--- src/rtl/core/bbp_pkg.sv ---
// Shared constants, codes and types of the bimodal branch predictor with target buffer.
package bbp_pkg;

   localparam int BBP_TABLE_ENTRIES = 1024;
   localparam int BBP_PC_WIDTH      = 64;
   localparam int QUEUE_DEPTH       = 2;

   localparam int FW_W        = 5;
   localparam int IB_W        = 4;
   localparam int SLOT_W      = 5;
   localparam int CTR_W       = 2;
   localparam int CSR_INDEX_W = 1;
   localparam int CSR_DATA_W  = 5;

   localparam logic [CSR_INDEX_W-1:0] CSR_FETCH_WIDTH = 1'b0;
   localparam logic [CSR_INDEX_W-1:0] CSR_INST_BYTES  = 1'b1;

   localparam logic [FW_W-1:0] FETCH_WIDTH_RST = 5'd4;
   localparam logic [IB_W-1:0] INST_BYTES_RST  = 4'd4;

   localparam logic CMD_PREDICT = 1'b0;
   localparam logic CMD_UPDATE  = 1'b1;

   localparam logic [CTR_W-1:0] CTR_MAX  = 2'd3;
   localparam logic [CTR_W-1:0] CTR_INIT = 2'd1;
   localparam logic [CTR_W-1:0] CTR_MIN  = 2'd0;

   typedef enum logic [1:0] {
      ST_CLEAR,
      ST_IDLE,
      ST_EXEC
   } bbp_state_type;

   typedef struct packed {
      logic pop;
      logic clearing;
   } bbp_back_stat_type;

endpackage

--- src/rtl/core/bbp_front.sv ---
// Front end: accepts items and holds them in a short queue for the back end.
module bbp_front
   import bbp_pkg::*;
#(
   parameter int PC_WIDTH = BBP_PC_WIDTH
) (
   input  logic                  clock,
   input  logic                  reset,
   input  logic                  start,
   output logic                  busy,
   input  logic                  req_cmd,
   input  logic [PC_WIDTH-1:0]   req_pkt_pc,
   input  logic [SLOT_W-1:0]     req_resolved_slot,
   input  logic                  req_was_taken,
   input  logic [PC_WIDTH-1:0]   req_resolved_target,
   input  bbp_back_stat_type     stat,
   output logic                  q_valid,
   output logic [2*PC_WIDTH+6:0] q_item
);

   localparam int ITEM_W = 2 * PC_WIDTH + 7;
   localparam int PTR_W  = (QUEUE_DEPTH > 1) ? $clog2(QUEUE_DEPTH) : 1;
   localparam int CNT_W  = $clog2(QUEUE_DEPTH + 1);

   logic [ITEM_W-1:0] entries_ff [QUEUE_DEPTH];
   logic [PTR_W-1:0]  wr_ptr_ff, wr_ptr_in;
   logic [PTR_W-1:0]  rd_ptr_ff, rd_ptr_in;
   logic [CNT_W-1:0]  count_ff, count_in;
   logic              accept;

   assign busy    = stat.clearing || (count_ff == CNT_W'(QUEUE_DEPTH));
   assign accept  = start && !busy;
   assign q_valid = (count_ff != '0);
   assign q_item  = entries_ff[rd_ptr_ff];

   always_comb begin
      wr_ptr_in = wr_ptr_ff;
      rd_ptr_in = rd_ptr_ff;
      count_in  = count_ff;
      if (accept) begin
         wr_ptr_in = (wr_ptr_ff == PTR_W'(QUEUE_DEPTH - 1)) ? '0 : wr_ptr_ff + 1'b1;
      end
      if (stat.pop) begin
         rd_ptr_in = (rd_ptr_ff == PTR_W'(QUEUE_DEPTH - 1)) ? '0 : rd_ptr_ff + 1'b1;
      end
      if (accept && !stat.pop) begin
         count_in = count_ff + 1'b1;
      end else if (!accept && stat.pop) begin
         count_in = count_ff - 1'b1;
      end
   end

   always_ff @(posedge clock) begin
      if (reset) begin
         wr_ptr_ff <= '0;
         rd_ptr_ff <= '0;
         count_ff  <= '0;
      end else begin
         wr_ptr_ff <= wr_ptr_in;
         rd_ptr_ff <= rd_ptr_in;
         count_ff  <= count_in;
      end
   end

   always_ff @(posedge clock) begin
      if (accept) begin
         entries_ff[wr_ptr_ff] <= {req_cmd, req_pkt_pc, req_resolved_slot,
                                   req_was_taken, req_resolved_target};
      end
   end

endmodule

--- config.mk ---
export PLATFORM = sky130hd
export DESIGN_NAME = bbp_front
export DESIGN_NICKNAME = d
export VERILOG_FILES = /design/src/rtl/core/bbp_pkg.sv /design/src/rtl/core/bbp_front.sv
export SDC_FILE = /design/constraint.sdc
export NUM_CORES = 1
export LEC_CHECK = 0
export ABC_AREA = 1
export BUFFER_PORTS_ARGS = -buffer_cell sky130_fd_sc_hd__buf_2
export CAP_MARGIN = 10
export CELL_PAD_IN_SITES_DETAIL_PLACEMENT = 2
export CELL_PAD_IN_SITES_GLOBAL_PLACEMENT = 2
export CORE_MARGIN = 1.5
export CORE_UTILIZATION = 35
export DETAILED_ROUTE_END_ITERATION = 16
export PLACE_DENSITY_LB_ADDON = 0.1
export REMOVE_ABC_BUFFERS = 1
export SYNTH_ARGS = -nofsm -noshare
export SYNTH_HDL_FRONTEND = slang
export SYNTH_SLANG_ARGS = --single-unit
--- constraint.sdc ---
create_clock -name clock -period 12 [get_ports clock]
set_clock_uncertainty 0.15 [all_clocks]
set_input_delay 0.6 -clock clock [delete_from_list [all_inputs] [get_ports clock]]
set_output_delay 0.6 -clock clock [all_outputs]
set_load 0.01 [all_outputs]
* Yosys cells after proc, flatten, opt, wreduce, memory -nomap -nowiden
Memories as Yosys holds them, arrays and structs flattened. A register that Yosys moved wholly into a read port is not among the register bits.
Index checks and enable logic that the tools add are counted.
** Storage, ports and cells
- Register bits :: 4
- RAM bits :: 270
- Memories :: 1
** Cells by class
- Add/subtract/negate cells :: 4
- Eq/ne operators :: 1
- Reductions and logical operators :: 9
- Muxes and demuxes :: 8
** Memories
- entries_ff :: words 2, bits a word 135, read ports 1, clocked after memory_dff 1, write ports 1, RTL line bbp_front.sv:25 : logic [ITEM_W-1:0] entries_ff [QUEUE_DEPTH];
** Operators by type and width (number)
- $mux W1 :: 6
- $mux W2 :: 2
- $reduce_bool A2 Y1 :: 2
- $logic_and A1 B1 Y1 :: 3
- $logic_not A1 Y1 :: 3
- $add A1 B1 Y1 const B :: 2
- $add A2 B1 Y2 const B :: 1
- $eq A2 B2 Y1 const B :: 1
- $sub A2 B1 Y2 const B :: 1
- $logic_or A1 B1 Y1 :: 1

* Depth between registers and ports, before layout
Gate-level depths: netlist of the first run.
- Word-level depth :: 8
- Gate-level depth with buffers :: 11
- Mapped depth without buffers :: 11

* Least setup slack after synthesis of the first run
No wires, ideal clock.
- Kind :: input to register
- Start :: input port stat[0] (netlist name)
- End :: memory entries_ff[0][0] (netlist name), enable pin
- Path buffers :: 0
- Required time :: 11219 ps
- Path slack :: 4820 ps
- Arrival :: 6399 ps
- Cell stages on the path :: 3
- Path through :: inv_1 > nand3_1 > nor2_1
** On the way
- Longest elaborated chain between the ends :: 5
** RTL lines
- start, declared :: RTL line bbp_front.sv:16 : input bbp_back_stat_type stat,
- $logic_or A1 B1 Y1 :: RTL line bbp_front.sv:31 : assign busy = stat.clearing || (count_ff == CNT_W'(QUEUE_DEPTH));
- $logic_not A1 Y1 :: RTL line bbp_front.sv:32 : assign accept = start && !busy;
- $logic_and A1 B1 Y1 :: RTL line bbp_front.sv:32
- $mux W1 :: RTL line bbp_front.sv:66 : if (accept) begin
- $mux W1 (implied by the code) :: RTL line bbp_front.sv:67 : entries_ff[wr_ptr_ff] <= {req_cmd, req_pkt_pc, req_resolved_slot,
- end, declared :: RTL line bbp_front.sv:25
Every way passes these cells.

==> results.txt, run 1 <==
crit start category - register
mean post-synth cell area - 22.2 µm²
Cells after Synth - 458
vias in the first global route - 5797
vias per cell - 4.49
H-tree Lvls - 1
cell count of the worst reg-to-reg path - 6
RSZ-0062 raised after global routing - no
PwrDens - 167 mW/mm²
hold bufs inserted after CTS - 0
CTS tree - done
max-cap viol count - 0
first-pass GRT wire length - 33.8 mm
register area share after synthesis - 0.806
Area contributors post-synth - edfxtp_1 80%, mux2_2 9.4%, mux2_4 7.4%
PortBufs - 276
clock sink count - 275
fin nets - 897
P_leak - 4.85 nW
row cnt - 62
final setup fails - 0
setup slack after layout - 8.60 ns
R2R Path Start - count_ff[0]
Worst Hold Class - in2reg
most common cell in the netlist - edfxtp_1
Worst VDD drop - 0.0867 mV
Hold Violations, Final - 0
top cell type's share of synthesized area - 0.796
die width - 174 µm
clk buf depth - 3
die area - 0.0301 mm²
setup TNS - 0 ns
antenna-violating nets left - 0
Crit Path Category - reg2out
largest net degree at the start of global routing - 75
GRT Overall Usage - 0.147
initial drt markers - 216
setup bufs post-CTS - 0
fin. max-slew vios - 0
Reg2Reg Setup Slack - 8.94 ns
Routed wire per std cell - 19.5 µm
critical path endpoint category - output pin
Area Growth Syn to Fin - 26.2%
synthesized flop and latch total - 275
min-delay src - req_resolved_target[32]
first-pass iteration count of the detailed router - 4
Fmax - 294 MHz
Hold EP - entries_ff[1][32]
Req. time, crit path - 11.25 ns
post-synth top area cell - edfxtp_1
residual DRC count - 0
final global-route overflow total - 0
CP arrival - 2.65 ns
Netlist Area Pre-Place - 0.0102 mm²
minimum clock period - 3.40 ns
io pins - 277
Commonest cells post-synth - 270 x edfxtp_1, 85 x mux2_2, 50 x mux2_4, 11 x inv_1, 9 x nand2_1
core area - 0.0287 mm²
period utilisation layout - 0.283
initial antenna violation count - 5
Critical Path Fanout Max - 64
via count - 5226
placer congestion estimate - 0.729
Synth warnings - 0
EDFF count, synth - 270
dpl ws - 8.60 ns
clk_lat worst skew - 0.53 ns
Netlist cell types - 15
Routed WL - 22.7 mm
ys flop type - edfxtp_1
status - finished, final reports clean
post-CTS sizing - 0
Die H - 174 µm
hold path cells - 1
Async SR Flop Fraction - 0
clk root buf - clkbuf_16
detailed placement HPWL - 15.3 mm
layout cell share with drive strength beyond 1 - 0.584
relative slew slack - 0.291
reg-to-reg critical path endpoint - entries_ff[0][43]
Clock transition at path regs - 0.06 ns
Initial Utilization - 0.355
Num CTS Buffers - 30
Slew @ Worst Pin - 1.06 ns
critical path, cell delays in order, from the launching register on:
cell and delay, ns:
dfxtp_4 0.59, buf_4 0.81, mux2_2 0.44, buf_2 0.14
power breakdown:
group | switching, mW | total [mW] | internal, mW
logic | 0.112 | 0.215 | 0.103
registers | 0.0131 | 1.11 | 1.10
clock network | 0.343 | 0.815 | 0.472
total | 0.468 | 2.14 | 1.68
routing by layer:
layer / vias to the layer above / GRT usage / wire [µm] / part of all wire
met5: - / 0 / 21 / 0.00093
met4: 4 / 0.0366 / 450 / 0.020
met3: 34 / 0.0496 / 1840 / 0.081
met2: 178 / 0.259 / 11600 / 0.51
met1: 2602 / 0.172 / 8830 / 0.39
li1: 2408 / - / - / -
state kept, by name (all words and copies together) (netlist names), named ones only:
signal / cells
count_ff: 2
entries_ff: 270
rd_ptr_ff: 1
wr_ptr_ff: 1
through the flow:
step	instance area (µm²)	total power, mW	std cells	util	hold WS [ns]
after floorplan	10100	1.27	443	-	0.330
after global placement	12000	1.34	1108	0.417	0.348
after detailed placement	12000	1.36	1108	0.417	0.372
after CTS	12800	2.18	1162	0.448	0.0628
after global routing	12800	2.22	1162	0.448	0.0755
final	12900	2.14	1165	0.448	0.0971
logic make-up after synthesis:
group                      share of synthesized area
muxes                                          0.168
adders and majority gates                    0.00123
and+or+nand+nor                              0.00737
buffers and inverters                         0.0157
xor gates and xnor gates                    0.000860
DFF                                            0.806
AOI/OAI and AO/OA                           0.000982
cell usage in the layout (no fill, tap or decap), types with 5 or more instances in the layout:
cell,n
mux2_4,50
nand2_1,9
edfxtp_1,270
clkbuf_16,31
buf_2,276
clkbuf_1,15
inv_1,10
mux2_2,85
buf_4,5
layout make-up:
type | instances | area (µm²)
multi-input cells | 157 | 1820
fillers | 2764 | 15800
clock inverters | 8 | 35.0
flip-flops and latches | 275 | 8210
well taps | 384 | 480
repair buffers | 281 | 1420
inverters | 11 | 46.3
diodes | 3 | 7.51
clock buffers | 46 | 832
worst max-delay path by stage:
stage,startpoint,endpoint,slack (ns),depth (start not counted)
final,register,q_item[125],8.60,3
after floorplan,stat[0],entries_ff[0][0],4.82,3
after CTS,register,q_item[117],8.49,3
after detailed placement,stat[0],entries_ff[0][119],8.60,6
after global routing,register,q_item[53],8.44,3
after global placement,stat[0],entries_ff[0][28],8.71,6
Note: power is estimated with default switching activity, not from simulation.
==> run 2, diff against run 1 <==
--- a/config.mk
+++ b/config.mk
@@ -5,7 +5,7 @@
 export SDC_FILE = /design/constraint.sdc
 export NUM_CORES = 1
 export LEC_CHECK = 0
-export ABC_AREA = 1
+export ABC_AREA = 0
 export BUFFER_PORTS_ARGS = -buffer_cell sky130_fd_sc_hd__buf_2
 export CAP_MARGIN = 10
 export CELL_PAD_IN_SITES_DETAIL_PLACEMENT = 2
==> constraint.sdc (replaced) <==
create_clock -name clock -period 3.5 [get_ports clock]
set_clock_uncertainty 0.15 [all_clocks]
set_input_delay 0.175 -clock clock [delete_from_list [all_inputs] [get_ports clock]]
set_output_delay 0.175 -clock clock [all_outputs]
set_load 0.01 [all_outputs]
==> results.txt, run 2 <==
most common cell in the netlist - edfxtp_1
die width - 173 µm (about the same)
met3 WL post-DR - 1.58 mm (-14%)
synthesized flop and latch total - 275 (unchanged)
placer congestion estimate - 0.730 (+0.12%)
clk buf depth - 3 (unchanged)
Slew @ Worst Pin - 0.828 ns (-0.235 ns)
row cnt - 62 (unchanged)
via count - 5781 (+11%)
Clock transition at path regs - 0.05 ns (about the same)
Reg2Reg Setup Slack - 1.24 ns (-7.70 ns)
initial drt markers - 271 (+25%)
leading cell type in the layout, fill and taps excluded - buf_2
Critical Path Fanout Max - 71 (+11%)
die area - 0.0301 mm² (-0.13%)
biggest regs - entries_ff x270, count_ff x2
Commonest cells post-synth - 270 x edfxtp_1, 85 x mux2_2, 50 x mux2_4, 8 x buf_2, 7 x buf_6
io pins - 277 (unchanged)
Hold EP - wr_ptr_ff
clk_lat worst skew - 0.49 ns (-0.04 ns)
post-synth top area cell - edfxtp_1
Crit Path Category - reg2out
RSZ-0062 raised after global routing - no
clock sink count - 275 (unchanged)
most frequent cells in the layout - 276 x buf_2, 270 x edfxtp_1, 140 x dlygate4sd3_1
Die H - 173 µm (about the same)
min-delay src - start
Fmax - 405 MHz
Hold Violations, Final - 0 (unchanged)
Worst Hold Slack - 0.136 ns (+0.0389 ns)
max-cap viol count - 0 (unchanged)
DP Area - 0.0121 mm² (+0.64%)
first-pass iteration count of the detailed router - 4 (unchanged)
reg-to-reg critical path endpoint - entries_ff[1][67]
EDFF count, synth - 270 (unchanged)
post-route cell area - 0.0146 mm² (+13%)
Most flops, register - entries_ff
core area - 0.0286 mm² (-0.27%)
GRT Overall Usage - 0.172 (+0.0251)
metal1 wirelength - 10.1 mm (+15%)
Placed Cells - 1099 (-0.81%)
Netlist Area Pre-Place - 0.0102 mm² (-0.14%)
crit start category - register
R2R Path Start - count_ff[0]
final global-route overflow total - 0 (unchanged)
Largest register FFs - 270 (unchanged)
fin. max-slew vios - 0 (unchanged)
initial antenna violation count - 1 (-4)
layout cell share with drive strength beyond 1 - 0.512 (-0.0715)
hold path cells - 4 (+3)
critical path endpoint category - output pin
largest net degree at the start of global routing - 72 (-4.0%)
relative slew slack - 0.448 (+0.157)
fin nets - 1032 (+15%)
Initial Utilization - 0.355 (+0.000481)
H-tree Lvls - 2 (+1)
PortBufs - 276 (unchanged)
PwrDens - 565 mW/mm² (+240%)
antenna-violating nets left - 0 (unchanged)
post-CTS sizing - 0 (unchanged)
Worst Hold Class - in2reg
Fillers - 2583 (-6.5%)
first-pass GRT wire length - 39.1 mm (+15%)
Max Used Layer - met4
Async SR Flop Fraction - 0 (unchanged)
status - finished, final reports clean
Final Non-Filler Cells - 1301 (+12%)
final setup fails - 0 (unchanged)
detailed placement HPWL - 15.7 mm (+2.3%)
residual DRC count - 0 (unchanged)
Routed wire per std cell - 20.0 µm (+2.4%)
minimum clock period - 2.47 ns
Area contributors post-synth - edfxtp_1 80%, mux2_2 9.4%, mux2_4 7.4%
Area Growth Syn to Fin - 43.2%
register area share after synthesis - 0.807 (+0.00109)
post-layout power - 8.23 mW (+280%)
setup TNS - 0 ns (unchanged)
ys flop type - edfxtp_1
clk root buf - clkbuf_16
met2 WL - 13.8 mm (+20%)
Worst VDD drop - 0.384 mV (+340%)
Num CTS Buffers - 34 (+13%)
vias in the first global route - 6568 (+13%)
CP arrival - 2.15 ns (-0.50 ns)
Netlist cell types - 21 (+6)
P_leak - 5.55 nW (+14%)
Cells after Synth - 447 (-2.4%)
cell count of the worst reg-to-reg path - 3 (-3)
CTS tree - done
top cell type's share of synthesized area - 0.797 (+0.00108)
Synth warnings - 0 (unchanged)
period utilisation layout - 0.706
Req. time, crit path - 3.17 ns (-8.08 ns)
Routed WL - 26.0 mm (+14%)
vias per cell - 4.44 (-0.94%)
mean post-synth cell area - 22.7 µm² (+2.3%)
==> run 2: per-layer routing <==
layer,up-vias,global-route usage
li1,2666,-
met1,2898,0.196
met3,32,0.0461
met2,185,0.318
met4,0,0.0431
met5,-,0
==> run 2: where the power goes <==
group | internal [mW] | total (mW) | switching [mW] | leakage (nW)
logic | 0.488 | 0.935 | 0.447 | 2.49
clock network | 2.13 | 3.45 | 1.32 | 0.542
registers | 3.80 | 3.85 | 0.0564 | 2.51
total | 6.41 | 8.23 | 1.82 | 5.55
==> run 2: what timing repair did <==
item,CTS,global route
setup buffers,0,0
hold buffers,140,0
endpoints found under the hold margin,275,0
==> run 2: cell type report <==
cell class	instances	area, µm²	area share
Inverter	1	3.75	0.000258
Clock inverter	20	165	0.0113
Clock buffer	41	941	0.0646
Timing Repair Buffer	423	2910	0.200
Multi-Input combinational cell	156	1850	0.127
Antenna cell	1	2.50	0.000172
Tap cell	384	480	0.0330
Sequential cell	275	8210	0.564
==> run 2: worst max-delay path by stage <==
| stage | startpoint | end |
|---|---|---|
| after floorplan | count_ff[0] | entries_ff[0][0] |
| after global placement | count_ff[0] | entries_ff[1][22] |
| after detailed placement | count_ff[0] | entries_ff[1][128] |
| after CTS | register | q_item[38] |
| after global routing | register | q_item[46] |
| final | register | q_item[46] |
==> run 2: cells by family (layout without fill, tap and decap cells) <==
kind of cell,count (synthesis),count (layout),share of synthesized area
flip-flops,275,275,0.807
adder cells (fa/ha/maj),1,1,0.00123
other,0,1,0
buffers and inverters,16,485,0.0121
AO/OA/AOI/OAI,3,3,0.00148
XOR/XNOR,3,3,0.00258
AND/OR/NAND/NOR,14,14,0.00751
multiplexers,135,135,0.168
==> run 2: critical path: stages (launching register included) <==
cell	delay, ns
dfxtp_4	0.61
buf_12	0.40
mux2_2	0.40
buf_2	0.14
==> run 2: through the flow <==
stage                util  setup WS [ns]
finish              0.509           1.03
global route        0.509          0.926
CTS                 0.509          0.971
detailed placement  0.421           1.20
global placement    0.421           1.30
floorplan               -          -3.93
